--- src/rtl/assert_macros.svh ---
// Assertion macros shared by the split finder RTL.
`ifndef ASSERT_MACROS_SVH
`define ASSERT_MACROS_SVH
`ifndef NO_ASSERTIONS
`define HSF_ASSERT_IMPLY(name, clk, rst_n, ante, cons) \
    name: assert property (@(posedge clk) disable iff (!(rst_n)) (ante) |-> (cons)) \
        else $error("%m: implication check failed");
`define HSF_ASSERT_NEVER(name, clk, rst_n, expr) \
    name: assert property (@(posedge clk) disable iff (!(rst_n)) !(expr)) \
        else $error("%m: forbidden condition seen");
`else
`define HSF_ASSERT_IMPLY(name, clk, rst_n, ante, cons)
`define HSF_ASSERT_NEVER(name, clk, rst_n, expr)
`endif
`endif

--- src/rtl/hsf_pkg.sv ---
// Types, constants and helpers of the histogram split finder.
package hsf_pkg;

    localparam int FEATURE_LIMIT = 256;
    localparam int BIN_LIMIT     = 256;
    localparam int QUEUE_DEPTH   = 4;
    localparam int DIV_NUM_W     = 63;
    localparam int DIV_DEN_W     = 33;

    localparam logic signed [31:0] G_MAX    = 32'sh7FFF_FFFF;
    localparam logic signed [31:0] G_MIN    = 32'sh8000_0000;
    localparam logic        [47:0] GAIN_MAX = 48'h7FFF_FFFF_FFFF;

    typedef struct packed {
        logic               op;
        logic        [7:0]  feature;
        logic        [7:0]  bin_index;
        logic signed [31:0] grad_sum;
        logic        [31:0] hess_sum;
        logic        [23:0] sample_count;
        logic               last;
    } t_in_item;

    typedef struct packed {
        logic               split_valid;
        logic        [7:0]  sel_feature;
        logic        [7:0]  sel_bin;
        logic signed [47:0] split_gain;
        logic signed [31:0] left_grad;
        logic        [31:0] left_hess;
        logic        [23:0] left_count;
        logic signed [31:0] right_grad;
        logic        [31:0] right_hess;
        logic        [23:0] right_count;
        logic signed [31:0] leaf_left;
        logic signed [31:0] leaf_right;
    } t_out_item;

    typedef struct packed {
        logic [31:0] lambda_reg;
        logic [31:0] min_hess;
        logic [23:0] min_count;
        logic [31:0] gain_floor;
        logic [8:0]  num_bins;
    } t_cfg;

    typedef enum logic [2:0] {
        REG_LAMBDA      = 3'd0,
        REG_MIN_WEIGHT  = 3'd1,
        REG_MIN_SAMPLES = 3'd2,
        REG_MIN_GAIN    = 3'd3,
        REG_NUM_BINS    = 3'd4
    } t_reg_idx;

    typedef enum logic [1:0] {
        JOB_START,
        JOB_CAND,
        JOB_EMIT
    } t_job_kind;

    // lg/lh carry the parent sums for a start request
    typedef struct packed {
        t_job_kind          kind;
        logic               last;
        logic        [7:0]  feature;
        logic        [7:0]  bin_index;
        logic signed [31:0] lg;
        logic        [31:0] lh;
        logic        [23:0] lc;
        logic signed [31:0] rg;
        logic        [31:0] rh;
        logic        [23:0] rc;
    } t_job;

    typedef struct packed {
        logic full;
        logic empty;
    } t_q_stat;

    typedef enum logic [2:0] {
        BS_IDLE,
        BS_MUL,
        BS_GO,
        BS_WAIT,
        BS_POST,
        BS_GAIN,
        BS_EMIT,
        BS_OUT
    } t_bstate;

    typedef enum logic [2:0] {
        STEP_PS,
        STEP_SL,
        STEP_SR,
        STEP_LL,
        STEP_LR
    } t_step;

    function automatic logic [31:0] mag32(input logic signed [31:0] g);
        logic [31:0] u;
        u = g;
        return g[31] ? (~u + 32'd1) : u;
    endfunction

endpackage

--- src/rtl/hsf_queue.sv ---
// Short request queue between front and back.
module hsf_queue (
    input  logic            i_clk,
    input  logic            i_rst_n,
    input  logic            i_push,
    input  hsf_pkg::t_job   i_job,
    input  logic            i_pop,
    output hsf_pkg::t_job   o_job,
    output hsf_pkg::t_q_stat o_stat
);
    import hsf_pkg::*;

    localparam int PTR_W = $clog2(QUEUE_DEPTH);
    localparam int CNT_W = $clog2(QUEUE_DEPTH + 1);

    t_job             r_mem [QUEUE_DEPTH];
    logic [PTR_W-1:0] r_wr_ptr;
    logic [PTR_W-1:0] r_rd_ptr;
    logic [CNT_W-1:0] r_count;

    always_ff @(posedge i_clk) begin
        if (i_push) begin
            r_mem[r_wr_ptr] <= i_job;
        end
    end

    always_ff @(posedge i_clk) begin
        if (!i_rst_n) begin
            r_wr_ptr <= '0;
            r_rd_ptr <= '0;
            r_count  <= '0;
        end else begin
            if (i_push) r_wr_ptr <= r_wr_ptr + 1'b1;
            if (i_pop)  r_rd_ptr <= r_rd_ptr + 1'b1;
            r_count <= r_count + CNT_W'(i_push) - CNT_W'(i_pop);
        end
    end

    assign o_job        = r_mem[r_rd_ptr];
    assign o_stat.full  = r_count == CNT_W'(QUEUE_DEPTH);
    assign o_stat.empty = r_count == '0;
endmodule

--- config.mk ---
export PLATFORM = sky130hd
export DESIGN_NAME = hsf_queue
export DESIGN_NICKNAME = d
export VERILOG_FILES = /design/src/rtl/assert_macros.svh /design/src/rtl/hsf_pkg.sv /design/src/rtl/hsf_queue.sv
export SDC_FILE = /design/constraint.sdc
export NUM_CORES = 1
export LEC_CHECK = 0
export BUFFER_PORTS_ARGS = -buffer_cell sky130_fd_sc_hd__buf_2
export CORE_MARGIN = 5
export CORE_UTILIZATION = 25
export DETAILED_ROUTE_END_ITERATION = 10
export GPL_TIMING_DRIVEN = 0
export PLACE_DENSITY = 0.45
export SYNTH_ARGS = -nofsm -noshare
export SYNTH_HDL_FRONTEND = slang
export SYNTH_SLANG_ARGS = --single-unit
--- constraint.sdc ---
create_clock -name i_clk -period 12.4 [get_ports i_clk]
set_input_delay 0.62 -clock i_clk [delete_from_list [all_inputs] [get_ports i_clk]]
set_output_delay 0.62 -clock i_clk [all_outputs]
set_load 0.005 [all_outputs]
==> results.md <==
* Share of cells above drive strength 1 at 0.4689
* Post-detail-place hpwl at about 43000 um
* Total GRT Usage at 0.1092
* R2r worst-path depth at 4
* Vias per cell at between 4 and 5
* Syn Area/Cell at 26.91 sq um
* DR pass1 iterations at 6
* # setup viols final at 0
* Worst hold endpoint: r_mem[2][24]
* CP Capture Type: primary output
* Cell count after placement at 2985
* Worst hold margin at ~0.18 ns
* Max Fclk at between 0.2 and 0.3 GHz
* Synth cell types at 19
* Finished Core Util at 0.3142
* Top cell type's share of synthesized area at 0.8194
* Area Overhead vs Synth at 25.19%
* CP arrival at about 3.2 ns
* Num rows at ~120
* Total power at ~6.2 mW
* Nets@finish at roughly 1800
* Status: finished clean
* Peak supply drop at between 0.1 and 0.15 mV
* Crit Path Max Fanout at 10
* CP Class: flip-flop to primary output
* CTS hold repair buffers at 0
* Crit path launch type: flip-flop
* Fin Clk Skew at approximately 0.017 ns
* Synth async-reset ratio at 0
* Die X at between 300 and 400 um
* Vias at about 13000
* RSZ-0062 raised after global routing: false
* Setup TNS Final at 0 ns
* Reported max-cap violation count at 0
* Die area at 121200 sq um
* Fill count at 11030
* Sink Count at about 790
* Grt ovf at 0
* Final Non-Filler Cells at 3163
* Post-synth net total at 1268
* Root Driver: clkbuf_16
* CTS tree: yes
* Sequential fraction of the synthesis area at 0.8257
* Synth Flop Type: edfxtp_1
* WHS Path Cells at 1
* CP Data Required Time at about 12 ns
* Clock latency at the later pin of the worst-skew pair at between 0.6 and 0.7 ns
* Starting Density at 0.2510
* Largest net degree at the start of global routing at a little over 50
* Final Max Tran Viols at 0
* H-tree depth at 3
* Post-CTS setup buffer count at 0
* Post-route DRC violation count at 0
* Leak at roughly 12 nW
* Worst Hold Launch: i_job[24]
* Post-Syn Area at about 29000 sq um
* Final hold violations at 0
* First-pass GRT wire length at between 90000 and 100000 um
* Die Ht at approximately 350 um
* Worst reg-to-reg setup slack at 10.43 ns
* Most common cell in the netlist: edfxtp_1
* Post-synth top cells: 780 x edfxtp_1, 195 x mux4_2, 21 x buf_2, 18 x buf_6, 9 x dfxtp_1
* Period utilization at 0.3041
* Resize count post-CTS at 0
* Wire length per cell at approximately 21 um
* Number of synthesized register bits at ~790
* Worst Tran Pin Value at 1.182 ns
* R2R Path End: r_mem[0][165]
* Drt total wl at around 67000 um
* Ports at between 300 and 400
* Placement-stage cell area at 32900 sq um
* Clock tree buffer depth at 3
* DRT antenna net count at 0
* Max_slew headroom at 0.2120
* Cells after Synth at 1062
* Period minus WS final at approximately 3.8 ns
* R2r startpoint: r_wr_ptr[0]
* Initial antenna violation count at 19
* Core box area at about 110000 sq um
* Final worst slack at about 8.6 ns
* Yosys warnings at 0
* DR iter-0 viols at about 590
* Port bufs at ~400
* Post-synth EDFFs at 780
* Fin area at roughly 36000 sq um
* Area contributors post-synth: edfxtp_1 82%, mux4_2 15%, buf_6 0.71%, dfxtp_1 0.63%, buf_2 0.37%
* Vias in the first global route at about 14000
* Worst slack at placement at 9.035 ns
* Clk pin slew, worst setup/hold paths at 0.06 ns
* Number of CTS-inserted buffers at 90
* PD cells at roughly 170 nW/um^2
* Routability cong. at slightly below 0.7
* Area leader, netlist: edfxtp_1
* Worst Hold Class: input pin to flip-flop
sequential cells by signal, summed over array words and instances, names as in the netlist, named ones only:
signal / flops
r_wr_ptr: 2
r_count: 3
r_rd_ptr: 2
r_mem: 780
cells in the final DEF, fill, tap and decap left out:
master        n
a21bo_2       1
a21oi_1       1
and2_1        2
and2_4        4
and3_1        1
buf_12        1
buf_16       15
buf_2       416
buf_6        18
bufinv_16     7
clkbuf_1     31
clkbuf_16    92
clkinv_1     21
clkinv_2      6
clkinv_4      2
clkinv_8      3
clkinvlp_4    4
dfxtp_1       9
diode_2      13
edfxtp_1    780
fa_1          1
ha_1          6
inv_1         7
inv_6         2
inv_8         2
mux2i_1       1
mux4_2      195
nand3b_1      1
nor2_1        5
nor3_1        1
xnor2_1       2
xor3_1        1
worst max-delay path: stages, from the launching register on:
cell and delay, ns:
dfxtp_1 0.30, buf_2 0.25, clkbuf_1 0.90, buf_2 0.51
mux4_2 0.38, buf_2 0.16
logic make-up after synthesis:
| family | share of synthesized area |
|---|---|
| flip-flops | 0.8257 |
| multiplexers | 0.1540 |
| buffers and inverters | 0.01234 |
| AND/OR/NAND/NOR | 0.002627 |
| adder cells (fa/ha/maj) | 0.003327 |
| XOR/XNOR | 0.001445 |
| AO/OA/AOI/OAI | 0.0005251 |
worst max path at each step:
| stage | start | depth (start not counted) | end | slack, ns |
|---|---|---|---|---|
| after floorplan | i_push | 1 | r_mem[0][0] | 6.78 |
| after global placement | i_push | 2 | r_mem[0][141] | 1.84 |
| after detailed placement | flip-flop | 5 | o_job[89] | 9.03 |
| after CTS | flip-flop | 5 | o_job[89] | 8.28 |
| after global routing | flip-flop | 5 | o_job[89] | 8.32 |
| final | flip-flop | 5 | o_job[89] | 8.63 |
cell type report:
type | instances | area (sq um) | area share
Antenna cell | 13 | 32.53 | 0.0009091
Clock inverter | 47 | 455.4 | 0.01273
Buffer | 44 | 326.6 | 0.009126
Clock buffer | 118 | 2400 | 0.06707
Multi-Input combinational cell | 222 | 4638 | 0.1296
Timing Repair Buffer | 411 | 2410 | 0.06734
Sequential cell | 789 | 23600 | 0.6596
Inverter | 7 | 26.28 | 0.0007343
Tap cell | 1512 | 1892 | 0.05287
power breakdown:
group | switching [mW] | internal [mW] | total [mW]
combinational | 0.295 | 0.264 | 0.559
sequential | 0.0242 | 3.07 | 3.09
clock | 1.03 | 1.51 | 2.54
routing by layer:
metal  vias up  track usage  share of wire
li1       5663            -              -
met2       373       0.1812           0.49
met4        12      0.03502          0.026
met1      6876       0.1288           0.39
met5         -            0         0.0012
met3       119      0.04618          0.094
(Power assumes the default switching activity.)
