$ cat config.mk
export PLATFORM = sky130hd
export DESIGN_NAME = hsf_back
export DESIGN_NICKNAME = d
export VERILOG_FILES = /design/src/rtl/assert_macros.svh /design/src/rtl/hsf_pkg.sv /design/src/rtl/hsf_div.sv /design/src/rtl/hsf_back.sv
export SDC_FILE = /design/constraint.sdc
export NUM_CORES = 2
export LEC_CHECK = 0
export BUFFER_PORTS_ARGS = -buffer_cell sky130_fd_sc_hd__buf_2
export CORE_UTILIZATION = 51
export DETAILED_ROUTE_END_ITERATION = 12
export PLACE_DENSITY = 0.69
export SETUP_SLACK_MARGIN = 0.1
export SLEW_MARGIN = 20
export SYNTH_ARGS = -nofsm -noshare
export SYNTH_HDL_FRONTEND = slang
export SYNTH_SLANG_ARGS = --single-unit
export TNS_END_PERCENT = 30
$ cat constraint.sdc
create_clock -name i_clk -period 37 [get_ports i_clk]
set_input_delay 1.85 -clock i_clk [delete_from_list [all_inputs] [get_ports i_clk]]
set_output_delay 1.85 -clock i_clk [all_outputs]
set_load 0.03 [all_outputs]
$ cat src/rtl/assert_macros.svh
// Assertion macros shared by the split finder RTL.
`ifndef ASSERT_MACROS_SVH
`define ASSERT_MACROS_SVH
`ifndef NO_ASSERTIONS
`define HSF_ASSERT_IMPLY(name, clk, rst_n, ante, cons) \
    name: assert property (@(posedge clk) disable iff (!(rst_n)) (ante) |-> (cons)) \
        else $error("%m: implication check failed");
`define HSF_ASSERT_NEVER(name, clk, rst_n, expr) \
    name: assert property (@(posedge clk) disable iff (!(rst_n)) !(expr)) \
        else $error("%m: forbidden condition seen");
`else
`define HSF_ASSERT_IMPLY(name, clk, rst_n, ante, cons)
`define HSF_ASSERT_NEVER(name, clk, rst_n, expr)
`endif
`endif

$ cat src/rtl/hsf_pkg.sv
// Types, constants and helpers of the histogram split finder.
package hsf_pkg;

    localparam int FEATURE_LIMIT = 256;
    localparam int BIN_LIMIT     = 256;
    localparam int QUEUE_DEPTH   = 4;
    localparam int DIV_NUM_W     = 63;
    localparam int DIV_DEN_W     = 33;

    localparam logic signed [31:0] G_MAX    = 32'sh7FFF_FFFF;
    localparam logic signed [31:0] G_MIN    = 32'sh8000_0000;
    localparam logic        [47:0] GAIN_MAX = 48'h7FFF_FFFF_FFFF;

    typedef struct packed {
        logic               op;
        logic        [7:0]  feature;
        logic        [7:0]  bin_index;
        logic signed [31:0] grad_sum;
        logic        [31:0] hess_sum;
        logic        [23:0] sample_count;
        logic               last;
    } t_in_item;

    typedef struct packed {
        logic               split_valid;
        logic        [7:0]  sel_feature;
        logic        [7:0]  sel_bin;
        logic signed [47:0] split_gain;
        logic signed [31:0] left_grad;
        logic        [31:0] left_hess;
        logic        [23:0] left_count;
        logic signed [31:0] right_grad;
        logic        [31:0] right_hess;
        logic        [23:0] right_count;
        logic signed [31:0] leaf_left;
        logic signed [31:0] leaf_right;
    } t_out_item;

    typedef struct packed {
        logic [31:0] lambda_reg;
        logic [31:0] min_hess;
        logic [23:0] min_count;
        logic [31:0] gain_floor;
        logic [8:0]  num_bins;
    } t_cfg;

    typedef enum logic [2:0] {
        REG_LAMBDA      = 3'd0,
        REG_MIN_WEIGHT  = 3'd1,
        REG_MIN_SAMPLES = 3'd2,
        REG_MIN_GAIN    = 3'd3,
        REG_NUM_BINS    = 3'd4
    } t_reg_idx;

    typedef enum logic [1:0] {
        JOB_START,
        JOB_CAND,
        JOB_EMIT
    } t_job_kind;

    // lg/lh carry the parent sums for a start request
    typedef struct packed {
        t_job_kind          kind;
        logic               last;
        logic        [7:0]  feature;
        logic        [7:0]  bin_index;
        logic signed [31:0] lg;
        logic        [31:0] lh;
        logic        [23:0] lc;
        logic signed [31:0] rg;
        logic        [31:0] rh;
        logic        [23:0] rc;
    } t_job;

    typedef struct packed {
        logic full;
        logic empty;
    } t_q_stat;

    typedef enum logic [2:0] {
        BS_IDLE,
        BS_MUL,
        BS_GO,
        BS_WAIT,
        BS_POST,
        BS_GAIN,
        BS_EMIT,
        BS_OUT
    } t_bstate;

    typedef enum logic [2:0] {
        STEP_PS,
        STEP_SL,
        STEP_SR,
        STEP_LL,
        STEP_LR
    } t_step;

    function automatic logic [31:0] mag32(input logic signed [31:0] g);
        logic [31:0] u;
        u = g;
        return g[31] ? (~u + 32'd1) : u;
    endfunction

endpackage

$ cat src/rtl/hsf_div.sv
// Restoring divider, one quotient bit per cycle.
module hsf_div (
    input  logic                            i_clk,
    input  logic                            i_rst_n,
    input  logic                            i_start,
    input  logic [hsf_pkg::DIV_NUM_W-1:0]   i_num,
    input  logic [hsf_pkg::DIV_DEN_W-1:0]   i_den,
    output logic                            o_busy,
    output logic [hsf_pkg::DIV_NUM_W-1:0]   o_quot
);
    import hsf_pkg::*;

    localparam int CNT_W = $clog2(DIV_NUM_W + 1);

    logic [DIV_DEN_W:0]   r_rem;
    logic [DIV_NUM_W-1:0] r_quo;
    logic [DIV_DEN_W-1:0] r_den;
    logic [CNT_W-1:0]     r_cnt;
    logic                 r_busy;

    logic [DIV_DEN_W:0]   trial;
    logic                 fits;

    always_comb begin
        trial = {r_rem[DIV_DEN_W-1:0], r_quo[DIV_NUM_W-1]};
        fits  = trial >= {1'b0, r_den};
    end

    always_ff @(posedge i_clk) begin
        if (!i_rst_n) begin
            r_busy <= 1'b0;
            r_cnt  <= '0;
        end else if (i_start) begin
            r_busy <= 1'b1;
            r_cnt  <= '0;
            r_rem  <= '0;
            r_quo  <= i_num;
            r_den  <= i_den;
        end else if (r_busy) begin
            r_rem <= fits ? (trial - {1'b0, r_den}) : trial;
            r_quo <= {r_quo[DIV_NUM_W-2:0], fits};
            r_cnt <= r_cnt + 1'b1;
            if (r_cnt == CNT_W'(DIV_NUM_W - 1)) begin
                r_busy <= 1'b0;
            end
        end
    end

    assign o_busy = r_busy;
    assign o_quot = r_quo;
endmodule

$ cat src/rtl/hsf_back.sv
// Back end: score and leaf divisions, best-split tracking, result register.
module hsf_back (
    input  logic               i_clk,
    input  logic               i_rst_n,
    input  hsf_pkg::t_cfg      i_cfg,
    input  hsf_pkg::t_job      i_job,
    input  logic               i_q_empty,
    output logic               o_pop,
    output logic               o_out_valid,
    input  logic               i_out_stall,
    output hsf_pkg::t_out_item o_out_data
);
    import hsf_pkg::*;

    t_bstate r_state, n_state;
    t_step   r_step;
    t_job    r_job;

    logic        [47:0] r_parent_score;
    logic        [47:0] r_score_l;
    logic        [47:0] r_score_r;
    logic               r_best_valid;
    logic signed [47:0] r_best_gain;
    logic        [7:0]  r_best_feature;
    logic        [7:0]  r_best_bin;
    logic signed [31:0] r_best_lg;
    logic        [31:0] r_best_lh;
    logic        [23:0] r_best_lc;
    logic signed [31:0] r_best_rg;
    logic        [31:0] r_best_rh;
    logic        [23:0] r_best_rc;
    logic signed [31:0] r_leaf_l;
    logic signed [31:0] r_leaf_r;
    logic [DIV_NUM_W-1:0] r_num;
    logic [DIV_DEN_W-1:0] r_den;
    logic               r_mag_zero;
    logic               r_g_pos;
    logic               r_out_valid;
    t_out_item          r_out;

    logic signed [31:0] op_g;
    logic        [31:0] op_h;
    logic        [31:0] mag;
    logic        [63:0] sq;
    logic               div_start;
    logic               div_busy;
    logic [DIV_NUM_W-1:0] quot;
    logic        [47:0] score_val;
    logic signed [31:0] leaf_val;
    logic signed [49:0] gsum;
    logic signed [49:0] gsum_adj;
    logic signed [49:0] ghalf;
    logic signed [47:0] gain;
    logic               better;
    logic               out_free;

    hsf_div u_div (
        .i_clk   (i_clk),
        .i_rst_n (i_rst_n),
        .i_start (div_start),
        .i_num   (r_num),
        .i_den   (r_den),
        .o_busy  (div_busy),
        .o_quot  (quot)
    );

    // operand and result datapath
    always_comb begin
        unique case (r_step)
            STEP_PS, STEP_SL: begin op_g = r_job.lg;   op_h = r_job.lh;   end
            STEP_SR:          begin op_g = r_job.rg;   op_h = r_job.rh;   end
            STEP_LL:          begin op_g = r_best_lg;  op_h = r_best_lh;  end
            STEP_LR:          begin op_g = r_best_rg;  op_h = r_best_rh;  end
            default:          begin op_g = r_job.lg;   op_h = r_job.lh;   end
        endcase
        mag = mag32(op_g);
        sq  = mag * mag;

        if (r_den == '0)                      score_val = r_mag_zero ? '0 : GAIN_MAX;
        else if (quot > DIV_NUM_W'(GAIN_MAX)) score_val = GAIN_MAX;
        else                                  score_val = quot[47:0];

        if (r_mag_zero)         leaf_val = '0;
        else if (r_den == '0)   leaf_val = r_g_pos ? G_MIN : G_MAX;
        else if (r_g_pos)       leaf_val = (quot > DIV_NUM_W'(33'h0_8000_0000)) ? G_MIN
                                                                             : -$signed(quot[31:0]);
        else                    leaf_val = (quot > DIV_NUM_W'(G_MAX)) ? G_MAX
                                                                     : $signed(quot[31:0]);

        // halve toward zero
        gsum     = $signed({2'b00, r_score_l}) + $signed({2'b00, r_score_r})
                 - $signed({2'b00, r_parent_score});
        gsum_adj = gsum + $signed({49'd0, gsum[49]});
        ghalf    = gsum_adj >>> 1;
        gain     = ghalf[47:0];
        better   = (!r_best_valid || gain > r_best_gain)
                && gain >= $signed({16'd0, i_cfg.gain_floor});

        out_free = !r_out_valid || !i_out_stall;
    end

    // next state
    always_comb begin
        n_state = r_state;
        unique case (r_state)
            BS_IDLE: begin
                if (!i_q_empty) begin
                    unique case (i_job.kind)
                        JOB_START, JOB_CAND: n_state = BS_MUL;
                        JOB_EMIT:            n_state = BS_EMIT;
                        default:             n_state = BS_IDLE;
                    endcase
                end
            end
            BS_MUL:  n_state = BS_GO;
            BS_GO:   n_state = BS_WAIT;
            BS_WAIT: if (!div_busy) n_state = BS_POST;
            BS_POST: begin
                unique case (r_step)
                    STEP_PS:          n_state = BS_IDLE;
                    STEP_SL, STEP_LL: n_state = BS_MUL;
                    STEP_SR:          n_state = BS_GAIN;
                    STEP_LR:          n_state = BS_OUT;
                    default:          n_state = BS_IDLE;
                endcase
            end
            BS_GAIN: n_state = r_job.last ? BS_EMIT : BS_IDLE;
            BS_EMIT: n_state = r_best_valid ? BS_MUL : BS_OUT;
            BS_OUT:  if (out_free) n_state = BS_IDLE;
            default: n_state = BS_IDLE;
        endcase
    end

    // control outputs
    always_comb begin
        o_pop     = (r_state == BS_IDLE) && !i_q_empty;
        div_start = (r_state == BS_GO);
    end

    always_ff @(posedge i_clk) begin
        if (!i_rst_n) begin
            r_state        <= BS_IDLE;
            r_step         <= STEP_PS;
            r_parent_score <= '0;
            r_best_valid   <= 1'b0;
            r_best_gain    <= '0;
            r_best_feature <= '0;
            r_best_bin     <= '0;
            r_best_lg      <= '0;
            r_best_lh      <= '0;
            r_best_lc      <= '0;
            r_best_rg      <= '0;
            r_best_rh      <= '0;
            r_best_rc      <= '0;
            r_out_valid    <= 1'b0;
        end else begin
            r_state <= n_state;
            if (r_state == BS_OUT && out_free) r_out_valid <= 1'b1;
            else if (!i_out_stall)             r_out_valid <= 1'b0;
            unique case (r_state)
                BS_IDLE: begin
                    if (!i_q_empty) begin
                        r_job  <= i_job;
                        r_step <= (i_job.kind == JOB_START) ? STEP_PS : STEP_SL;
                        if (i_job.kind == JOB_START) begin
                            r_best_valid   <= 1'b0;
                            r_best_gain    <= '0;
                            r_best_feature <= '0;
                            r_best_bin     <= '0;
                            r_best_lg      <= '0;
                            r_best_lh      <= '0;
                            r_best_lc      <= '0;
                            r_best_rg      <= '0;
                            r_best_rh      <= '0;
                            r_best_rc      <= '0;
                        end
                    end
                end
                BS_MUL: begin
                    r_num      <= (r_step == STEP_PS || r_step == STEP_SL || r_step == STEP_SR)
                                  ? sq[DIV_NUM_W-1:0] : DIV_NUM_W'({mag, 16'd0});
                    r_den      <= {1'b0, op_h} + {1'b0, i_cfg.lambda_reg};
                    r_mag_zero <= mag == '0;
                    r_g_pos    <= !op_g[31] && (op_g != '0);
                end
                BS_POST: begin
                    unique case (r_step)
                        STEP_PS: r_parent_score <= score_val;
                        STEP_SL: begin
                            r_score_l <= score_val;
                            r_step    <= STEP_SR;
                        end
                        STEP_SR: r_score_r <= score_val;
                        STEP_LL: begin
                            r_leaf_l <= leaf_val;
                            r_step   <= STEP_LR;
                        end
                        STEP_LR: r_leaf_r <= leaf_val;
                        default: ;
                    endcase
                end
                BS_GAIN: begin
                    if (better) begin
                        r_best_valid   <= 1'b1;
                        r_best_gain    <= gain;
                        r_best_feature <= r_job.feature;
                        r_best_bin     <= r_job.bin_index;
                        r_best_lg      <= r_job.lg;
                        r_best_lh      <= r_job.lh;
                        r_best_lc      <= r_job.lc;
                        r_best_rg      <= r_job.rg;
                        r_best_rh      <= r_job.rh;
                        r_best_rc      <= r_job.rc;
                    end
                end
                BS_EMIT: r_step <= STEP_LL;
                BS_OUT: begin
                    if (out_free) begin
                        if (r_best_valid) begin
                            r_out.split_valid <= 1'b1;
                            r_out.sel_feature <= r_best_feature;
                            r_out.sel_bin     <= r_best_bin;
                            r_out.split_gain  <= r_best_gain;
                            r_out.left_grad   <= r_best_lg;
                            r_out.left_hess   <= r_best_lh;
                            r_out.left_count  <= r_best_lc;
                            r_out.right_grad  <= r_best_rg;
                            r_out.right_hess  <= r_best_rh;
                            r_out.right_count <= r_best_rc;
                            r_out.leaf_left   <= r_leaf_l;
                            r_out.leaf_right  <= r_leaf_r;
                        end else begin
                            r_out <= '0;
                        end
                    end
                end
                default: ;
            endcase
        end
    end

    assign o_out_valid = r_out_valid;
    assign o_out_data  = r_out;
endmodule

==> flow_metrics.env <==
export IMPL_vias=59605
export IMPL_slew_viol_final=0
export IMPL_setup_viol=0
export IMPL_cts_tree="built"
export IMPL_num_nets_final=10031
export IMPL_drtIter0Drc=5267
export IMPL_tightest_slew_ps=1180
export IMPL_cts_resized=0
export IMPL_crit_path_end_kind="flop"
export IMPL_yosys_cell_types_count=98
export IMPL_grt_pass1_wl_um=356000
export IMPL_cpMostUsedCell="fa_1"
export IMPL_max_stage_delay_ps=920
export IMPL_fp_dieH_um=408
export IMPL_start_util_pct=51.6
export IMPL_wl_per_cell_um=21.7
export IMPL_synth_commonest_cells="1,380 x inv_1, 884 x edfxtp_1, 854 x fa_1"
export IMPL_clock_root_buffer="clkbuf_16"
export IMPL_grt_max_degree=163
export IMPL_async_flop_share_pct=0
export IMPL_yosysMostFrequentCell="inv_1"
export IMPL_synth_top_cell_by_area="edfxtp_1"
export IMPL_synth_simple_gate_area_share_pct=11.4
export IMPL_yosysWarningCount=0
export IMPL_drive_gt1_share_pct=11.4
export IMPL_start_kind="flop"
export IMPL_core_mm2=0.163
export IMPL_cp_required_ps=37460
export IMPL_netlist_instances=7863
export IMPL_worstSetupPathType="flop to flop"
export IMPL_synthAdderAreaFrac_pct=27.4
export IMPL_hold_path_class="flop to flop"
export IMPL_synth_top_cell_area_share_pct=31.5
export IMPL_synthesis_area_mm2=0.0842
export IMPL_routed_via_density=5.59
export IMPL_crit_fanout=48
export IMPL_rsz0062_at_grt="no"
export IMPL_critPathSlowestCell="clkinv_1"
export IMPL_io_pins=635
export IMPL_place_detailed_hpwl_um=171000
export IMPL_maxSlewHeadroom_pct=20.9
export IMPL_ys_seq_area_share_pct=38.7
export IMPL_post_cts_setup_buffers=0
export IMPL_die_area_mm2=0.167
export IMPL_insertion_delay_ps=780
export IMPL_max_freq_mhz=63.1
export IMPL_drcViolationCount=0
export IMPL_skew_ps=55.3
export IMPL_io_buffers=569
export IMPL_synth_edf_count=884
export IMPL_ant_nets=0
export IMPL_die_x_um=408
export IMPL_synth_top_family_by_area="adder cells"
export IMPL_row_count=148
export IMPL_synth_xor_area_share_pct=2.60
export IMPL_syn_to_final_growth_pct=11.3
export IMPL_grt_antenna_before_repair=24
export IMPL_cts_made_buffers=118
export IMPL_syn_area_per_cell_um2=10.7
export IMPL_grt_pass1_vias=60461
export IMPL_synthMuxAreaShare_pct=1.22
export IMPL_cts_clk_slew_worst_paths_ps=60
export IMPL_maxCapViolCount=0
export IMPL_synth_compound_area_share_pct=10.6
export IMPL_critPathArrivalTime_ps=16300
export IMPL_ys_flop_type="edfxtp_1"
export IMPL_wl_um=231000
export IMPL_tns_ps=0
export IMPL_clock_path_buffers=3
export IMPL_grt_use_total_pct=27.7
export IMPL_synth_area_leaders="edfxtp_1 32%, fa_1 20%, dfxtp_1 7.2%"
export IMPL_drt_pass1_iter_count=6
export IMPL_fin_crit_sh_pct=42.8
export IMPL_status="completed"
export IMPL_critPathBufInv=9
export IMPL_hold_violations=0
export IMPL_grt_ovfl_total=0
export IMPL_critPathTopFamily="adder cells"
export IMPL_cts_htree_levels=3
export IMPL_cts_sinks=1187
export IMPL_gp_congestion=0.925
export IMPL_ys_ff_latch=1187
export IMPL_period_minus_slack_ps=15840
export IMPL_cts_hold_buffers=0
[flip-flops by register name, summed over array words and instances, names as in the netlist, 32 cells and up]
signal / count
r_leaf_r: 32
r_best_rh: 32
r_score_l: 48
r_best_rg: 32
r_best_lh: 32
u_div.o_quot: 63
o_out_data: 305
r_den: 33
r_best_lg: 32
r_leaf_l: 32
r_parent_score: 48
u_div.r_den: 33
r_job: 193
r_best_gain: 48
r_num: 62
u_div.r_rem: 33
r_score_r: 48
[stage by stage]
stage / hold slack (ps) / util (%) / setup slack [ps] / instance area [µm²] / cells
3_3_place_gp: 428 / 54.8 / 21660 / 89500 / 10428
5_1_grt: 448 / 57.4 / 20630 / 93700 / 10668
4_1_cts: 400 / 57.4 / 21420 / 93700 / 10652
6_report: 425 / 57.4 / 21160 / 93700 / 10671
2_1_floorplan: 417 / - / 20670 / 84400 / 7917
3_5_place_dp: 428 / 54.8 / 21510 / 89500 / 10428
[metal layers]
metal  GRT usage (%)  wire length, µm  vias up
met5               0               24        -
met2            44.1           106000     2460
met4            9.58             8260        4
met1            38.2            97200    29594
li1                -                -    27090
met3            5.02            19200      457
[layout make-up]
type	count	area [µm²]
multi-input combinational	5003	45300
fill	13800	69600
sequential	1187	32600
tap	2175	2720
clock inverter	74	923
clock buffer	150	3220
timing repair buffer	671	3640
inverter	1392	5230
antenna	19	47.5
[kinds of logic (layout without fill, tap and decap cells)]
logic type	after synthesis	after routing
simple gates	1994	1994
compound gates	1271	1271
xor+xnor	250	250
other cells	2	75
buf+inv	1727	2287
flops	1187	1187
mux	102	102
fa+ha+maj	1330	1330
[cells in the final DEF, fill, tap and decap left out, types with 71 or more instances in the layout]
cell type | netlist | final
a21oi_1 | 292 | 291
nor3_1 | 76 | 73
clkbuf_16 | 0 | 122
a21o_1 | 202 | 202
dfxtp_1 | 303 | 301
o21ai_0 | 208 | 206
mux2i_1 | 97 | 96
ha_1 | 476 | 476
xnor2_1 | 157 | 143
xor2_1 | 93 | 88
buf_2 | 34 | 569
nand4_1 | 71 | 71
and2_1 | 331 | 329
buf_4 | 24 | 100
nor2_1 | 520 | 515
inv_1 | 1380 | 1380
nand2_1 | 655 | 653
a22o_1 | 239 | 239
fa_1 | 854 | 854
edfxtp_1 | 884 | 884
[path summary, 6_finish.rpt]
path              endpoint  depth (start not counted)       from  slack (ps)
max              r_num[56]                         41  r_step[2]       21160
max reg2reg      r_num[56]                         41  r_step[2]       21160
min          r_best_rc[10]                          1  r_job[10]         430
min reg2reg  r_best_rc[10]                          1  r_job[10]         430
Power is left out: the tool's default activity adds up to more than one toggle a clock period on the data nets, which glitch-free logic cannot reach.
