$ cat src/rtl/assert_macros.svh
// Assertion macros shared by the split finder RTL.
`ifndef ASSERT_MACROS_SVH
`define ASSERT_MACROS_SVH
`ifndef NO_ASSERTIONS
`define HSF_ASSERT_IMPLY(name, clk, rst_n, ante, cons) \
    name: assert property (@(posedge clk) disable iff (!(rst_n)) (ante) |-> (cons)) \
        else $error("%m: implication check failed");
`define HSF_ASSERT_NEVER(name, clk, rst_n, expr) \
    name: assert property (@(posedge clk) disable iff (!(rst_n)) !(expr)) \
        else $error("%m: forbidden condition seen");
`else
`define HSF_ASSERT_IMPLY(name, clk, rst_n, ante, cons)
`define HSF_ASSERT_NEVER(name, clk, rst_n, expr)
`endif
`endif

$ cat src/rtl/hsf_pkg.sv
// Types, constants and helpers of the histogram split finder.
package hsf_pkg;

    localparam int FEATURE_LIMIT = 256;
    localparam int BIN_LIMIT     = 256;
    localparam int QUEUE_DEPTH   = 4;
    localparam int DIV_NUM_W     = 63;
    localparam int DIV_DEN_W     = 33;

    localparam logic signed [31:0] G_MAX    = 32'sh7FFF_FFFF;
    localparam logic signed [31:0] G_MIN    = 32'sh8000_0000;
    localparam logic        [47:0] GAIN_MAX = 48'h7FFF_FFFF_FFFF;

    typedef struct packed {
        logic               op;
        logic        [7:0]  feature;
        logic        [7:0]  bin_index;
        logic signed [31:0] grad_sum;
        logic        [31:0] hess_sum;
        logic        [23:0] sample_count;
        logic               last;
    } t_in_item;

    typedef struct packed {
        logic               split_valid;
        logic        [7:0]  sel_feature;
        logic        [7:0]  sel_bin;
        logic signed [47:0] split_gain;
        logic signed [31:0] left_grad;
        logic        [31:0] left_hess;
        logic        [23:0] left_count;
        logic signed [31:0] right_grad;
        logic        [31:0] right_hess;
        logic        [23:0] right_count;
        logic signed [31:0] leaf_left;
        logic signed [31:0] leaf_right;
    } t_out_item;

    typedef struct packed {
        logic [31:0] lambda_reg;
        logic [31:0] min_hess;
        logic [23:0] min_count;
        logic [31:0] gain_floor;
        logic [8:0]  num_bins;
    } t_cfg;

    typedef enum logic [2:0] {
        REG_LAMBDA      = 3'd0,
        REG_MIN_WEIGHT  = 3'd1,
        REG_MIN_SAMPLES = 3'd2,
        REG_MIN_GAIN    = 3'd3,
        REG_NUM_BINS    = 3'd4
    } t_reg_idx;

    typedef enum logic [1:0] {
        JOB_START,
        JOB_CAND,
        JOB_EMIT
    } t_job_kind;

    // lg/lh carry the parent sums for a start request
    typedef struct packed {
        t_job_kind          kind;
        logic               last;
        logic        [7:0]  feature;
        logic        [7:0]  bin_index;
        logic signed [31:0] lg;
        logic        [31:0] lh;
        logic        [23:0] lc;
        logic signed [31:0] rg;
        logic        [31:0] rh;
        logic        [23:0] rc;
    } t_job;

    typedef struct packed {
        logic full;
        logic empty;
    } t_q_stat;

    typedef enum logic [2:0] {
        BS_IDLE,
        BS_MUL,
        BS_GO,
        BS_WAIT,
        BS_POST,
        BS_GAIN,
        BS_EMIT,
        BS_OUT
    } t_bstate;

    typedef enum logic [2:0] {
        STEP_PS,
        STEP_SL,
        STEP_SR,
        STEP_LL,
        STEP_LR
    } t_step;

    function automatic logic [31:0] mag32(input logic signed [31:0] g);
        logic [31:0] u;
        u = g;
        return g[31] ? (~u + 32'd1) : u;
    endfunction

endpackage

$ cat src/rtl/hsf_front.sv
// Front end: running prefix, right side, limits, request classification.
module hsf_front (
    input  logic              i_clk,
    input  logic              i_rst_n,
    input  hsf_pkg::t_cfg     i_cfg,
    input  logic              i_in_valid,
    output logic              o_in_stall,
    input  hsf_pkg::t_in_item i_in_data,
    input  logic              i_q_full,
    output logic              o_push,
    output hsf_pkg::t_job     o_job
);
    import hsf_pkg::*;

    logic signed [31:0] r_parent_grad;
    logic        [31:0] r_parent_hess;
    logic        [23:0] r_parent_count;
    logic signed [31:0] r_prefix_grad;
    logic        [31:0] r_prefix_hess;
    logic        [23:0] r_prefix_count;

    logic               accept;
    logic               in_range;
    logic signed [31:0] base_g;
    logic        [31:0] base_h;
    logic        [23:0] base_c;
    logic signed [32:0] sum_g;
    logic        [32:0] sum_h;
    logic        [24:0] sum_c;
    logic signed [31:0] lg;
    logic        [31:0] lh;
    logic        [23:0] lc;
    logic signed [32:0] dif_g;
    logic signed [31:0] rg;
    logic        [31:0] rh;
    logic        [23:0] rc;
    logic        [8:0]  nb_m1;
    logic               cand;

    always_comb begin
        accept   = i_in_valid && !i_q_full;
        in_range = {9'd0, i_in_data.feature} < 17'(FEATURE_LIMIT);

        base_g = (i_in_data.bin_index == '0) ? '0 : r_prefix_grad;
        base_h = (i_in_data.bin_index == '0) ? '0 : r_prefix_hess;
        base_c = (i_in_data.bin_index == '0) ? '0 : r_prefix_count;

        sum_g = $signed({base_g[31], base_g}) + $signed({i_in_data.grad_sum[31],
                                                         i_in_data.grad_sum});
        if (sum_g[32] != sum_g[31]) lg = sum_g[32] ? G_MIN : G_MAX;
        else                        lg = sum_g[31:0];
        sum_h = {1'b0, base_h} + {1'b0, i_in_data.hess_sum};
        lh    = sum_h[32] ? '1 : sum_h[31:0];
        sum_c = {1'b0, base_c} + {1'b0, i_in_data.sample_count};
        lc    = sum_c[24] ? '1 : sum_c[23:0];

        dif_g = $signed({r_parent_grad[31], r_parent_grad}) - $signed({lg[31], lg});
        if (dif_g[32] != dif_g[31]) rg = dif_g[32] ? G_MIN : G_MAX;
        else                        rg = dif_g[31:0];
        rh = (r_parent_hess >= lh) ? (r_parent_hess - lh) : '0;
        rc = (r_parent_count >= lc) ? (r_parent_count - lc) : '0;

        // effective bin count clamped to [2, BIN_LIMIT], minus one
        if (i_cfg.num_bins < 9'd2)                  nb_m1 = 9'd1;
        else if (i_cfg.num_bins > 9'(BIN_LIMIT))    nb_m1 = 9'(BIN_LIMIT - 1);
        else                                        nb_m1 = i_cfg.num_bins - 9'd1;

        cand = in_range && ({1'b0, i_in_data.bin_index} < nb_m1)
            && (lc >= i_cfg.min_count) && (rc >= i_cfg.min_count)
            && (lh >= i_cfg.min_hess) && (rh >= i_cfg.min_hess);

        o_job.last      = i_in_data.last;
        o_job.feature   = i_in_data.feature;
        o_job.bin_index = i_in_data.bin_index;
        o_job.rg        = rg;
        o_job.rh        = rh;
        o_job.rc        = rc;
        if (!i_in_data.op) begin
            o_job.kind = JOB_START;
            o_job.lg   = i_in_data.grad_sum;
            o_job.lh   = i_in_data.hess_sum;
            o_job.lc   = i_in_data.sample_count;
        end else begin
            o_job.kind = cand ? JOB_CAND : JOB_EMIT;
            o_job.lg   = lg;
            o_job.lh   = lh;
            o_job.lc   = lc;
        end
        o_push = accept && (!i_in_data.op || cand || i_in_data.last);
    end

    always_ff @(posedge i_clk) begin
        if (!i_rst_n) begin
            r_parent_grad  <= '0;
            r_parent_hess  <= '0;
            r_parent_count <= '0;
            r_prefix_grad  <= '0;
            r_prefix_hess  <= '0;
            r_prefix_count <= '0;
        end else if (accept) begin
            if (!i_in_data.op) begin
                r_parent_grad  <= i_in_data.grad_sum;
                r_parent_hess  <= i_in_data.hess_sum;
                r_parent_count <= i_in_data.sample_count;
                r_prefix_grad  <= '0;
                r_prefix_hess  <= '0;
                r_prefix_count <= '0;
            end else if (in_range) begin
                r_prefix_grad  <= lg;
                r_prefix_hess  <= lh;
                r_prefix_count <= lc;
            end
        end
    end

    assign o_in_stall = i_q_full;
endmodule

$ cat config.mk
export PLATFORM = sky130hd
export DESIGN_NAME = hsf_front
export DESIGN_NICKNAME = d
export VERILOG_FILES = /design/src/rtl/assert_macros.svh /design/src/rtl/hsf_pkg.sv /design/src/rtl/hsf_front.sv
export SDC_FILE = /design/constraint.sdc
export NUM_CORES = 1
export LEC_CHECK = 0
export ABC_CLOCK_PERIOD_IN_PS = 37300
export BUFFER_PORTS_ARGS = -buffer_cell sky130_fd_sc_hd__clkbuf_2
export CORE_UTILIZATION = 45
export CTS_CLUSTER_SIZE = 12
export DETAILED_ROUTE_END_ITERATION = 7
export GPL_TIMING_DRIVEN = 0
export PLACE_DENSITY = 0.7
export SLEW_MARGIN = 20
export SYNTH_ARGS = -nofsm -noshare
export SYNTH_HDL_FRONTEND = slang
export SYNTH_SLANG_ARGS = --single-unit
export TNS_END_PERCENT = 10
$ cat constraint.sdc
create_clock -name i_clk -period 37.3 [get_ports i_clk]
set_input_delay 9.325 -clock i_clk [delete_from_list [all_inputs] [get_ports i_clk]]
set_output_delay 9.325 -clock i_clk [all_outputs]
set_load 0.1 [all_outputs]
==> key figures, run 1 <==
STA
  – Max Slew Vio Count: 0
  – Clk_skew: ~11 ps
  – Hold Fails Final Rpt: 0
  – TNS Setup: 0 ps
  – RSZ-0062 raised after global routing: false
  – Fin crit share: around four fifths
  – # setup viols final: 0
  – Minimum clock period: ~30000 ps
  – Fmax: ~0.033 GHz
  – Slew @ Worst Pin: 1130 ps
  – Worst slew margin: 22.7%

Clock tree
  – Post-CTS Resized: 0
  – Clock buffer depth: 2
  – Root Buffer: clkbuf_16
  – Sink Count: around 180
  – Clk pin slew, worst setup/hold paths: approximately 60 ps
  – H-tree depth: 4
  – Later-pin clock latency in the skew report: about 440 ps
  – Num CTS Buffers: 17
  – Hold Buf Count CTS: 0
  – CTS tree: yes
  – Post-CTS setup repair buffer count: 0

Synth
  – Synth Warn #: 0
  – Asr flop ratio synth: 0%
  – Synth Register Bits: approximately 180
  – Register area share after synthesis: between 15 and 20%
  – Area leader, netlist: ha_1
  – Top cells by area, synth: ha_1, dfxtp_1, nand2_1
  – Primary FF master, synth: dfxtp_1
  – Netlist cell types: 87
  – Top-count cell post-synth: nand2_1
  – Synth Net Count: ~3.4k
  – Synth top area share: 17.8%
  – Post-synth EDFFs: 0
  – Most frequent cells after synthesis: nand2_1, ha_1, nor2_1
  – Syn avg cell area: around 7.3 um2
  – Synthesized cell area: 20900 um2
  – Syn Inst Count: 2851

Route
  – Initial DRC Count: ~1.4k
  – Total number of vias: 21.6k
  – Vias per cell: ~5.6
  – Drt pass-1 iters: 7
  – Antenna-violating nets left: 0
  – Residual DRC count: 0
  – WL final: 66.8 mm
  – DR WL/cell: between 15 and 20 um

Worst setup path
  – Worst reg2reg setup slack: 33460 ps
  – Crit path to: o_job[194]
  – Worst Reg-to-Reg Cells: 15
  – Worst Path Arrival: between 20000 and 25000 ps
  – CP Max Fanout: 10
  – Max stage delay on crit path: 550 ps
  – Critical Path Slowest Stage Cell: clkbuf_2
  – Most used cell, CP: a31oi_1
  – Worst path required time: around 28000 ps
  – Worst Setup SP: i_in_data[90]
  – R2r endpoint: r_prefix_hess[9]
  – Reg2Reg Launch Point: r_prefix_hess[0]
  – Critical path endpoint category: primary output
  – Critical path class: primary input to primary output
  – Critical Path Start Type: primary input

Global routing
  – Overflow after GRT: 0
  – GRT Total Usage: between 20% and 30%
  – Initial antenna violation count: 2
  – First-pass GRT wire length: 104 mm
  – Largest net degree at the start of global routing: 17
  – Vias in the first global route: a little under 20k

Pwr
  – Tot Pwr: 895 uW
  – Static Leak: 0.0120 uW
  – Maximum VDD drop: 70.9 uV
  – Power per Cell Area: 37.3 nW/um2

Floorplan
  – Die height: roughly 220 um
  – I/O pins: 436
  – Die ar.: approximately 47000 um2
  – Rows: 78
  – Core area: approximately 46000 um2
  – Initial Util: ~46%
  – Die X: approximately 220 um

Hold path
  – Worst hold path class: register to register

Status
  – Status: complete, no violations

Placed design
  – Final GP Congestion: around 0.96
  – Dpl hpwl: ~55 mm
  – Port bufs: roughly 360

Cells and area
  – Layout area overhead: 15.0%
  – Layout cell share with drive strength beyond 1: roughly 15%
  – Nets: around 3.8k

Flow run
  – Max-cap check violation count: 0
[final cells by class]
class | instances | area, um2
tap | 600 | 751
fill | 4569 | 21600
multi-input combinational | 2370 | 16000
timing repair buffer | 361 | 1810
sequential | 176 | 3520
buffer | 147 | 743
antenna | 1 | 2.50
clock inverter | 13 | 136
inverter | 158 | 593
clock buffer | 18 | 429
[where the power goes]
group	switching (uW)	internal (uW)	leakage (uW)	total, uW
Clock	82.4	98.7	0.000281	181
Sequential	3.65	195	0.00143	199
Combinational	382	133	0.0103	515
Total	468	427	0.0120	895
[critical path: cells and delay by family]
family | cells | cell delay (ps)
buf+inv | 10 | 3000
compound gates | 19 | 5070
fa+ha+maj | 4 | 1270
simple gates | 9 | 1980
[metal layers]
metal	track usage (%)	part of all wire [%]	up-vias	routed length [um]
met2	45.3	46	663	30600
met1	36.4	45	9972	30200
met3	3.26	5.8	125	3910
met5	0	0	-	0
met4	10.1	3.3	0	2190
li1	-	-	10900	-
[state kept, by name, indices dropped and copies added, names as in the netlist]
| register | flops |
|---|---|
| r_parent_count | 24 |
| r_parent_grad | 32 |
| r_parent_hess | 32 |
| r_prefix_count | 24 |
| r_prefix_grad | 32 |
| r_prefix_hess | 32 |
[cell usage in the layout (no fill, tap or decap), types with 9 or more instances in the layout]
| master | n |
|---|---|
| nand2_1 | 375 |
| clkbuf_2 | 362 |
| ha_1 | 296 |
| nor2_1 | 247 |
| a21oi_1 | 234 |
| dfxtp_1 | 176 |
| o21ai_0 | 174 |
| inv_1 | 157 |
| a21o_1 | 121 |
| and2_1 | 99 |
| clkbuf_1 | 98 |
| a21boi_0 | 96 |
| xnor2_1 | 89 |
| xor2_1 | 54 |
| nand2b_1 | 53 |
| a22o_1 | 47 |
| o21a_1 | 40 |
| nand4_1 | 39 |
| nor3_1 | 35 |
| nand3_1 | 34 |
| nor2b_1 | 28 |
| o21bai_1 | 27 |
| a31oi_1 | 22 |
| a211oi_1 | 22 |
| and3_1 | 19 |
| o21ai_2 | 19 |
| buf_4 | 19 |
| clkbuf_16 | 17 |
| buf_2 | 15 |
| o211ai_1 | 15 |
| o21ai_1 | 14 |
| o31ai_1 | 13 |
| a211o_1 | 12 |
| or3_1 | 12 |
| nor4_1 | 9 |
| a311oi_1 | 9 |
| buf_6 | 9 |
[worst min path at each step]
stage | startpoint | end | slack, ps | depth (start not counted)
after floorplan | r_prefix_count[0] | r_prefix_count[0] | 420 | 2
after global placement | r_prefix_hess[9] | r_prefix_hess[9] | 430 | 2
after detailed placement | r_prefix_hess[10] | r_prefix_hess[10] | 430 | 2
after CTS | r_prefix_hess[0] | r_prefix_hess[0] | 450 | 2
after global routing | r_prefix_hess[17] | r_prefix_hess[17] | 460 | 2
final | r_prefix_hess[0] | r_prefix_hess[0] | 450 | 2
[stage by stage]
step | utilization (%) | worst slack, ps | instance area [um2] | cells | hold slack [ps]
after floorplan | - | 4080 | 20900 | 2851 | 417
after global placement | 51.4 | 7240 | 23400 | 3812 | 425
after detailed placement | 51.4 | 7270 | 23400 | 3812 | 434
after CTS | 52.6 | 7230 | 24000 | 3843 | 447
after global routing | 52.6 | 6600 | 24000 | 3844 | 464
final | 52.6 | 7240 | 24000 | 3844 | 445
[cell families (layout without fill, tap and decap cells)]
group	Yosys count	after routing	share of synthesized area, %
AO/OA/AOI/OAI	941	941	30.0
XOR/XNOR	144	144	6.14
adder cells (fa/ha/maj)	307	307	18.6
buffers and inverters	305	697	6.40
flip-flops	176	176	16.9
multiplexers	6	6	0.378
other	0	1	0
AND/OR/NAND/NOR	972	972	21.6
No activity file was read; power rests on OpenSTA's default activity.
==> run 2: changes to the inputs <==
--- a/config.mk
+++ b/config.mk
@@ -5,13 +5,14 @@
 export SDC_FILE = /design/constraint.sdc
 export NUM_CORES = 1
 export LEC_CHECK = 0
-export ABC_CLOCK_PERIOD_IN_PS = 37300
+export ABC_AREA = 1
+export ABC_CLOCK_PERIOD_IN_PS = 25400
 export BUFFER_PORTS_ARGS = -buffer_cell sky130_fd_sc_hd__clkbuf_2
 export CORE_UTILIZATION = 45
 export CTS_CLUSTER_SIZE = 12
 export DETAILED_ROUTE_END_ITERATION = 7
 export GPL_TIMING_DRIVEN = 0
-export PLACE_DENSITY = 0.7
+export PLACE_DENSITY = 0.72
 export SLEW_MARGIN = 20
 export SYNTH_ARGS = -nofsm -noshare
 export SYNTH_HDL_FRONTEND = slang
==> constraint.sdc (replaced) <==
create_clock -name i_clk -period 25.4 [get_ports i_clk]
set_input_delay 6.35 -clock i_clk [delete_from_list [all_inputs] [get_ports i_clk]]
set_output_delay 6.35 -clock i_clk [all_outputs]
set_load 0.1 [all_outputs]
==> key figures, run 2 <==
Status
  – Status: complete, no violations

Route
  – Residual DRC count: 0 (unchanged)
  – WL final: 85.0 mm (+27%)
  – Wire length on met1: 38.6 mm (+28%)
  – Metal3 WL: 4.97 mm (+27%)
  – Total number of vias: 26.4k (+22%)
  – Antenna-violating nets left: 0 (unchanged)
  – Met2 Wirelength: 38.6 mm (+26%)
  – Initial DRC Count: 1964 (+44%)
  – Max layer used: met4
  – DR WL/cell: 17.2 um (-1.0%)
  – Vias per cell: 5.34 (-5.1%)
  – Drt pass-1 iters: 6 (-1)

Pwr
  – Static Leak: 0.0143 uW (+19%)
  – Maximum VDD drop: 86.5 uV (+22%)
  – Power per Cell Area: 63.5 nW/um2 (+70%)

STA
  – Slew @ Worst Pin: 1060 ps (-71.5 ps)
  – Clk_skew: 18.6 ps (+7.97 ps)
  – TNS Setup: 0 ps (unchanged)
  – Hold Fails Final Rpt: 0 (unchanged)
  – Worst slew margin: 29.4% (+6.7 points)
  – RSZ-0062 raised after global routing: false
  – Fin crit share: slightly below 90%
  – Worst hold margin: 467 ps (+22.3 ps)
  – Fmax: 0.0455 GHz
  – Minimum clock period: approximately 22000 ps
  – Max Slew Vio Count: 0 (unchanged)
  – # setup viols final: 0 (unchanged)

Placed design
  – Port bufs: 363 (+0.55%)
  – Dpl hpwl: 71.9 mm (+31%)
  – Final GP Congestion: 0.971 (+1.1%)

Cells and area
  – # diodes: 0 (-1)
  – Commonest non-fill, non-tap cell in the layout: nand2_1
  – Filler cell count: 5427 (+19%)
  – Nets: 4798 (+27%)
  – Layout cell share with drive strength beyond 1: 12.6% (-2.6 points)
  – Commonest non-fill, non-tap cells in the layout: nand2_1, inv_1, a21oi_1
  – Layout area overhead: 14.0%

Floorplan
  – Die ar.: 51900 um2 (+9.9%)
  – I/O pins: 436 (unchanged)
  – Die X: 228 um (+4.8%)
  – Initial Util: 45.7% (about the same)
  – Rows: 82 (+5.1%)
  – Die height: 228 um (+4.8%)
  – Core area: 50200 um2 (+10%)

Synth
  – Register area share after synthesis: 15.4% (-1.5 points)
  – Post-synth EDFFs: 0 (unchanged)
  – Synth Register Bits: 176 (unchanged)
  – Top cells by area, synth: nand2_1, ha_1, dfxtp_1
  – Syn avg cell area: 5.92 um2 (-19%)
  – Synth top area share: 17.2% (-0.59 points)
  – Primary FF master, synth: dfxtp_1
  – Most frequent cells after synthesis: nand2_1, inv_1, a21oi_1
  – Asr flop ratio synth: 0% (unchanged)
  – Synth Warn #: 0 (unchanged)
  – Synthesized cell area: 22900 um2 (+10%)
  – Synth Net Count: 4416 (+30%)
  – Netlist cell types: 55 (-37%)
  – Area leader, netlist: nand2_1
  – Syn Inst Count: 3875 (+36%)
  – Top-count cell post-synth: nand2_1

Flow run
  – Max-cap check violation count: 0 (unchanged)

Global routing
  – Largest net degree at the start of global routing: 17 (unchanged)
  – First-pass GRT wire length: 132 mm (+27%)
  – Initial antenna violation count: 1 (-1)
  – Vias in the first global route: 24.7k (+26%)
  – Overflow after GRT: 0 (unchanged)
  – GRT Total Usage: 31.9% (+4.5 points)

Clock tree
  – Num CTS Buffers: 17 (unchanged)
  – Later-pin clock latency in the skew report: 480 ps (+40 ps)
  – Clk pin slew, worst setup/hold paths: 70 ps (about the same)
  – CTS tree: yes
  – Sink Count: 176 (unchanged)
  – Root Buffer: clkbuf_16
  – Hold Buf Count CTS: 0 (unchanged)
  – H-tree depth: 4 (unchanged)
  – Clock buffer depth: 2 (unchanged)
  – Post-CTS setup repair buffer count: 0 (unchanged)
  – Post-CTS Resized: 0 (unchanged)

Hold path
  – Cell depth of the worst hold path: 2 (unchanged)
  – Worst hold path class: register to register

Worst setup path
  – Critical Path Start Type: primary input
  – Critical path endpoint category: primary output
  – Worst Reg-to-Reg Cells: 16 (+1)
  – Worst Path Arrival: 15640 ps (-5090 ps)
  – Critical path class: primary input to primary output
  – Critical Path Slowest Stage Cell: clkbuf_1
  – Most used cell, CP: nand2_1
  – CP Max Fanout: 10 (unchanged)
  – Worst reg2reg setup slack: 22350 ps (-11110 ps)
  – Worst path required time: 19050 ps (-8920 ps)
  – Max stage delay on crit path: 630 ps (+80 ps)
run 2: metrics by stage:
stage | utilization [%] | instances | power (uW) | worst slack (ps) | area, um2
4_1_cts | 52.1 | 4942 | 1650 | 3600 | 26100
5_1_grt | 52.1 | 4942 | 1760 | 2990 | 26100
2_1_floorplan | - | 3875 | 1160 | 5000 | 22900
3_3_place_gp | 51.0 | 4910 | 1390 | 3590 | 25600
3_5_place_dp | 51.0 | 4910 | 1390 | 3610 | 25600
6_report | 52.1 | 4942 | 1660 | 3410 | 26100
run 2: where the power goes:
group / total [uW] / switching [uW] / internal, uW
combinational: 1100 / 853 / 250
clock: 260 / 131 / 129
sequential: 298 / 7.41 / 290
run 2: kinds of logic (layout without fill, tap and decap cells):
group                      after synthesis  count (layout)  synth area share, %
AOI/OAI and AO/OA                      781             781                 18.7
xor gates and xnor gates               108             108                 4.12
adders and majority gates              302             302                 16.7
buffers and inverters                  665            1060                 11.6
DFF                                    176             176                 15.4
and+or+nand+nor                       1843            1843                 33.6
run 2: worst paths after layout:
check / startpoint / endpoint
worst min register to register: r_parent_grad[22] / r_parent_grad[22]
worst max register to register: r_prefix_count[0] / r_prefix_count[23]
worst max-delay path: i_in_data[94] / o_job[194]
worst min-delay path: r_parent_grad[22] / r_parent_grad[22]
run 2: worst max-delay path: cells and delay by family:
| kind | cells | cell delay, ps |
|---|---|---|
| buf+inv | 12 | 2990 |
| fa+ha+maj | 4 | 1020 |
| compound gates | 9 | 2050 |
| simple gates | 18 | 3150 |
run 2: routing by layer:
metal,global-route usage [%],up-vias
met5,0,-
met2,53.4,881
met3,2.97,142
met4,11.6,0
met1,42.4,11900
li1,-,13400
run 2: final cells by class:
class / instances / area (um2) / share of cell area (%)
Buffer: 137 / 667 / 2.55
Tap cell: 672 / 841 / 3.22
Inverter: 528 / 1990 / 7.60
Clock inverter: 13 / 105 / 0.402
Sequential cell: 176 / 3520 / 13.5
Multi-Input combinational cell: 3034 / 16800 / 64.1
Clock buffer: 19 / 443 / 1.69
Timing Repair Buffer: 363 / 1820 / 6.95
